`config.mk`:
```
export PLATFORM = sky130hd
export DESIGN_NAME = qte_isqrt
export DESIGN_NICKNAME = d
export VERILOG_FILES = /design/src/rtl/core/assert_macros.svh /design/src/rtl/core/qte_pkg.sv /design/src/rtl/core/qte_isqrt.sv
export SDC_FILE = /design/constraint.sdc
export NUM_CORES = 2
export LEC_CHECK = 0
export BUFFER_PORTS_ARGS = -buffer_cell sky130_fd_sc_hd__buf_2
export CORE_UTILIZATION = 55
export CTS_CLUSTER_DIAMETER = 80
export DETAILED_ROUTE_END_ITERATION = 7
export HOLD_SLACK_MARGIN = 0.02
export PLACE_DENSITY = 0.82
export SYNTH_ARGS = -nofsm -noshare
export SYNTH_HDL_FRONTEND = slang
export SYNTH_SLANG_ARGS = --single-unit
```
`constraint.sdc`:
```
create_clock -name clk -period 225.6 [get_ports clk]
set_clock_uncertainty 0.05 [all_clocks]
set_input_delay 0 -clock clk [delete_from_list [all_inputs] [get_ports clk]]
set_output_delay 0 -clock clk [all_outputs]
set_load 0.01 [all_outputs]
```
`src/rtl/core/assert_macros.svh`:
```
// assertion helpers for the rtl
`ifndef ASSERT_MACROS_SVH
`define ASSERT_MACROS_SVH

`ifndef SYNTH
// checked only out of reset
`define ASSERT_PROP(lbl, prop) \
  lbl: assert property (@(posedge clk) disable iff (rst) prop) \
    else $error("assertion failed");
// checked during reset as well
`define ASSERT_RST_PROP(lbl, prop) \
  lbl: assert property (@(posedge clk) prop) \
    else $error("assertion failed");
`else
`define ASSERT_PROP(lbl, prop)
`define ASSERT_RST_PROP(lbl, prop)
`endif

`endif

```
`src/rtl/core/qte_pkg.sv`:
```
package qte_pkg;

  localparam int T_W         = 36;
  localparam int P_W         = 30;
  localparam int N_W         = 58;
  localparam int ROOT_W      = 29;
  localparam int REM_W       = 31;
  localparam int ISQRT_STEPS = 29;
  localparam int DATA_W      = 45;
  localparam int M_W         = 41;
  localparam int ANG_W       = 30;
  localparam int RND_W       = 17;
  localparam int NORM_STEPS  = 7;
  localparam int TAB_LEN     = 24;

  localparam logic signed [T_W-1:0] ONE_Q28 = T_W'(268435456);
  localparam logic [N_W-1:0] ONE_Q56 = N_W'(1) << 56;
  localparam logic signed [ANG_W-1:0] DEG90 = ANG_W'(94371840);
  localparam logic signed [ANG_W-1:0] HALF_RND = ANG_W'(4096);
  localparam logic signed [15:0] ROLL_LIM  = 16'sd23040;
  localparam logic signed [14:0] PITCH_LIM = 15'sd11520;

  // atan(2^-i) in degrees * 2^20
  localparam logic signed [ANG_W-1:0] ATAN_TAB [TAB_LEN] = '{
    30'sd47185920, 30'sd27855475, 30'sd14718068, 30'sd7471121, 30'sd3750058,
    30'sd1876857, 30'sd938658, 30'sd469357, 30'sd234682, 30'sd117342,
    30'sd58671, 30'sd29335, 30'sd14668, 30'sd7334, 30'sd3667, 30'sd1833,
    30'sd917, 30'sd458, 30'sd229, 30'sd115, 30'sd57, 30'sd29, 30'sd14, 30'sd7
  };

  typedef struct packed {
    logic signed [T_W-1:0] t0;
    logic signed [T_W-1:0] t1;
    logic signed [T_W-1:0] t2;
    logic signed [T_W-1:0] t3;
    logic signed [T_W-1:0] t4;
  } terms_t;

  // binary normalization: shift amount and magnitude bound of each step
  function automatic int norm_shift(int j);
    return (j < 6) ? (32 >> j) : 1;
  endfunction

  function automatic int norm_thr(int j);
    return (j < 6) ? (40 - (32 >> j)) : 40;
  endfunction

endpackage

```
`src/rtl/core/qte_isqrt.sv`:
```
module qte_isqrt
  import qte_pkg::*;
(
  input  logic              clk,
  input  logic              rst,
  input  logic              en,
  input  logic              v_in,
  input  logic [N_W-1:0]    n_in,
  output logic              v_out,
  output logic [ROOT_W-1:0] root
);

  logic [N_W-1:0]    sq_n    [ISQRT_STEPS+1];
  logic [REM_W-1:0]  sq_rem  [ISQRT_STEPS+1];
  logic [ROOT_W-1:0] sq_root [ISQRT_STEPS+1];
  logic              sq_v    [ISQRT_STEPS+1];

  assign sq_n[0]    = n_in;
  assign sq_rem[0]  = '0;
  assign sq_root[0] = '0;
  assign sq_v[0]    = v_in;

  // one result bit per stage, restoring method
  for (genvar j = 0; j < ISQRT_STEPS; j++) begin : g_step
    localparam int P = ISQRT_STEPS - 1 - j;
    logic [REM_W-1:0] rs, tr;
    logic             ge;
    assign rs = {sq_rem[j][REM_W-3:0], sq_n[j][2*P+1 -: 2]};
    assign tr = {sq_root[j], 2'b01};
    assign ge = (rs >= tr);

    always_ff @(posedge clk) begin
      if (rst) begin
        sq_v[j+1] <= 1'b0;
      end else if (en) begin
        sq_v[j+1]    <= sq_v[j];
        sq_n[j+1]    <= sq_n[j];
        sq_rem[j+1]  <= ge ? (rs - tr) : rs;
        sq_root[j+1] <= {sq_root[j][ROOT_W-2:0], ge};
      end
    end
  end

  assign v_out = sq_v[ISQRT_STEPS];
  assign root  = sq_root[ISQRT_STEPS];

endmodule

```
Yosys cells after proc, flatten, opt, wreduce, memory -nomap -nowiden
Index checks and enable logic that the tools add are counted.
{ "word_totals": {"regBits": 2062, "inputBits": 62, "out_inout_bits": 30, "word_cells": 202} }
{ "op_classes": {"n_addsub": 28, "magnitude_cmp": 29, "muxes": 28, "bitwise": 1, "reduce_logical": 1} }
{ "op_table": {"columns": ["op", "n"], "rows": [
  ["29-bit two-way mux", 27],
  ["31-bit by 10-bit >= comparator with 1-bit output", 1],
  ["31-bit by 11-bit >= comparator with 1-bit output", 1],
  ["31-bit by 12-bit >= comparator with 1-bit output", 1],
  ["31-bit by 13-bit >= comparator with 1-bit output", 1],
  ["31-bit by 14-bit >= comparator with 1-bit output", 1],
  ["31-bit by 15-bit >= comparator with 1-bit output", 1],
  ["31-bit by 16-bit >= comparator with 1-bit output", 1],
  ["31-bit by 17-bit >= comparator with 1-bit output", 1],
  ["31-bit by 18-bit >= comparator with 1-bit output", 1],
  ["31-bit by 19-bit >= comparator with 1-bit output", 1],
  ["31-bit by 20-bit >= comparator with 1-bit output", 1],
  ["31-bit by 21-bit >= comparator with 1-bit output", 1],
  ["31-bit by 22-bit >= comparator with 1-bit output", 1],
  ["31-bit by 23-bit >= comparator with 1-bit output", 1],
  ["31-bit by 24-bit >= comparator with 1-bit output", 1],
  ["31-bit by 25-bit >= comparator with 1-bit output", 1],
  ["31-bit by 26-bit >= comparator with 1-bit output", 1],
  ["31-bit by 27-bit >= comparator with 1-bit output", 1],
  ["31-bit by 28-bit >= comparator with 1-bit output", 1],
  ["31-bit by 29-bit >= comparator with 1-bit output", 1],
  ["31-bit by 3-bit >= comparator with 1-bit output", 1],
  ["31-bit by 30-bit >= comparator with 1-bit output", 1],
  ["31-bit by 4-bit >= comparator with 1-bit output", 1],
  ["37 further kinds", 37]
]} }

Longest topological paths before layout
{ "depth": {"depth_word": 2, "ltp_mapped": 14, "ltp_nobuf": 12} }

Least setup slack after synthesis
Ideal clock, no wire load.
{ "synth_path": {"path_type": "input port to flip-flop", "start": "input port en", "end": "register sq_n, in the netlist g_step[10].rs[0] (enable)", "setup_ns": 4.676, "arrival_time_ns": 88.659, "required_time_ns": 220.874, "path_slack_ns": 132.214, "cell_stages": 3, "n_path_buf": 2, "path_cell_list": "clkbuf_1 -> clkbuf_1 -> nor2b_1"} }
{ "synth_between": {"elab_chain_len": 1} }
{ "synth_lines": {"columns": ["item", "line_no", "source"], "rows": [
  ["start: declaration", "qte_isqrt.sv:6", "input logic en,"],
  ["2-bit AND reduction (no source line)", null, null],
  ["end signal: indexed assignment", "qte_isqrt.sv:37", "sq_n[j+1] <= sq_n[j];"],
  ["end: declaration", "qte_isqrt.sv:13", "logic [N_W-1:0] sq_n [ISQRT_STEPS+1];"]
]} }
Every way passes these cells.
A chain may end at the register's enable or synchronous reset.

Final worst setup path
{ "layout_path": {"start": "input port en", "end": "register sq_n[1236] in the netlist's numbering (enable)"} }
Same word-level chain as after synthesis.

==> summary.txt <==
Setup path
  – Slowest-stage cell, CP: buf_4
  – CP Capture Type: flip-flop
  – Data required time of the worst path: 225.98 ns
  – CP Cell Sequence: dlygate4sd3_1 > buf_2 > nor2b_4 > buf_12 > buf_4 > buf_4 > buf_4 > buf_4
  – Max stage delay on crit path: 0.96 ns
  – Critical Path AT: 5.84 ns
  – Crit path buffers/inverters: 7
  – Delay-heaviest family, CP: buffers and inverters
  – CP startpoint kind: input port
  – Crit-path most repeated cell: buf_4
  – CP max FO: 177
  – Critical setup path kind: input port to flip-flop

Yosys
  – Ys async rst share: 0%
  – Post-synth top area share: 63.95%
  – Synthesized area: 94810 um^2
  – Number of enable flip-flop cells after synthesis: 2019
  – Most frequent cell after synthesis: edfxtp_1
  – Synth area leader: edfxtp_1
  – Gate Count Post-Synth: 7290
  – Ranking of synthesized cells by area: edfxtp_1 (64%), ha_1 (6.1%), xnor2_1 (3.0%)
  – Commonest cells post-synth: edfxtp_1 (2019), inv_1 (585), ha_1 (466)
  – Synth warnings: 0
  – Synth Flop Type: edfxtp_1
  – Post-synthesis sequential area ratio: 64.56%
  – Unique masters post-synth: 88
  – Avg Cell Area, Syn: 13.01 um^2
  – Syn_nets: 7818
  – Synth Register Bits: 2048

Global routing
  – Largest net degree at the start of global routing: 183
  – Overflow after GRT: 0
  – Vias in the first global route: 57.80k
  – Total track usage: 20.65%
  – First-pass GRT wire length: 292400 um
  – Initial antenna violation count: 1

Floorplan
  – Num rows: 152
  – Chip Height: 417.2 um
  – Initial Utilization: 55.33%
  – Die area: 174000 um^2
  – Io pins: 92
  – CORE AREA: 171400 um^2
  – Die X: 417.2 um

Clock network
  – CTS tree: done
  – Root Buffer: clkbuf_16
  – Later-pin clock latency in the skew report: 0.85 ns
  – Clock slew at reported path FFs: 0.06 ns
  – CTS buffer count: 204
  – Clk buf depth: 3
  – H-tree levels: 4
  – Sink Count: 2048
  – CTS resizes: 0

Routing
  – Routed via count: 57.83k
  – TritonRoute pass-1 iters: 8
  – Per-cell routed wire length: 17.94 um
  – Remaining DRCs: 0
  – Number of vias per cell: 5.734
  – Total Wirelength: 181000 um
  – Antenna Nets Post-Route: 0
  – Iter 0 DRT Violations: 5107

STA
  – Measured slew at the worst slew-check pin: 1.310 ns
  – Hold Fails Final Rpt: 0
  – RSZ-0062 raised after global routing: false
  – Max-slew violation count: 0
  – FMAX: 0.1831 GHz
  – Setup TNS Final: 0 ns
  – Worst rel slew slack: 10.43%
  – Min Tclk post-route: 5.462 ns
  – Tcrit/Tclk final: 2.421%
  – Final setup viols: 0

Placement
  – Post-DP HPWL: 122100 um
  – Port bufs: 91
  – Placer Congestion: 0.9467

Layout
  – Diode count: 0
  – Share of layout cells above drive strength 1: 7.728%
  – Fin nets: 8131
  – Area grow syn2layout: 11.93%
  – Fillcell total: 12.38k

Worst hold path
  – Worst hold path class: input port to flip-flop

Flow run
  – Max_cap viols: 0

Pwr
  – Total power: 885.7 uW
  – P per Cell Area: 8.347 nW/um^2
  – Leak Pwr: 39.71 nW
  – Peak supply drop: 9.126 uV

Run status
  – Status: finished, final reports clean
## timing repair
action	4_1_cts	5_1_grt
setup endpoints to repair	0	0
hold buffers	124	0
endpoints found under the hold margin	88	0
setup buffers	0	0
## layout by cell type (no fill, tap or decap), types with 48 or more instances in the layout
cell and instances:
o21ai_0 348, inv_1 585, o21bai_1 48, nand2b_1 81, dlygate4sd3_1 124, edfxtp_1 2019
nor4_1 99, xor2_1 296, mux2_2 71, nor2_1 458, ha_1 466, or3_1 56
clkbuf_16 206, nand4_1 65, xnor2_1 329, nor3_1 193, nand2_1 458, o21a_1 94
a21o_1 200, buf_2 91, nor2b_1 70, nand3_1 111, a21oi_1 430
## state kept, by name, summed over array words and instances (netlist names)
signal,cells
root,29
sq_n,756
v_out,1
g_step.tr,406
g_step.rs,828
sq_v,28
## metal layers
layer  part of all wire [%]  track usage (%)  vias to the layer above
met4                    3.8            8.481                        0
met3                    5.3            3.298                      487
li1                       -                -                    27640
met5                      0                0                        -
met1                     41            25.35                    27930
met2                     50            36.22                     1774
## final timing paths
| kind | startpoint | endpoint | slack, ns | depth (start not counted) |
|---|---|---|---|---|
| setup / recovery | en | sq_n[1236]$_DFFE_PP_ | 220.14 | 8 |
| hold / removal | rst | sq_v[8]$_SDFFE_PP0P_ | 0.16 | 3 |
| setup reg to reg | g_step[25].rs[2]$_DFFE_PP_ | g_step[26].rs[16]$_DFFE_PP_ | 221.05 | 11 |
| hold reg to reg | sq_n[1605]$_DFFE_PP_ | sq_n[1547]$_DFFE_PP_ | 0.34 | 0 |
## power breakdown
part | switching, mW | internal (mW) | total (mW)
Sequential | 0.0106 | 0.442 | 0.453
Clock | 0.144 | 0.200 | 0.345
Combinational | 0.0516 | 0.0366 | 0.0882
## area by class of cell
cell class                 count  area [um^2]  share of cell area [%]
clock buffer                 240         5283                   4.978
clock inverter               140         1578                   1.487
inverter                     587         2203                   2.076
multi-input combinational   4502        30880                   29.10
sequential                  2048        61210                   57.68
tap                         2310         2890                   2.724
timing repair buffer         260         2072                   1.953
## tightest hold or removal path, delay by kind of cell
kind                   cells  cell delay (ns)
buffers and inverters      2             0.84
AND/OR/NAND/NOR            1             0.15
## logic make-up after synthesis
logic type | Yosys count | synth area share [%]
flops | 2048 | 64.56
simple gates | 1839 | 9.615
mux | 108 | 1.234
other cells | 1 | 0.003955
buf+inv | 740 | 2.936
fa+ha+maj | 466 | 6.150
compound gates | 1463 | 9.727
xor+xnor | 625 | 5.774
## per-stage QoR
| stage | instance area (um^2) | hold slack, ns | setup slack (ns) | std cells | utilization, % |
|---|---|---|---|---|---|
| floorplan | 94810 | 0.04887 | 132.21 | 7290 | - |
| global placement | 98020 | 0.1266 | 220.03 | 9583 | 57.20 |
| detailed placement | 98020 | 0.1281 | 219.84 | 9583 | 57.20 |
| CTS | 106100 | 0.08400 | 220.19 | 10090 | 61.93 |
| global route | 106100 | 0.1563 | 219.73 | 10090 | 61.93 |
| finish | 106100 | 0.1620 | 220.14 | 10090 | 61.93 |
No activity file was read; power rests on OpenSTA's default activity.
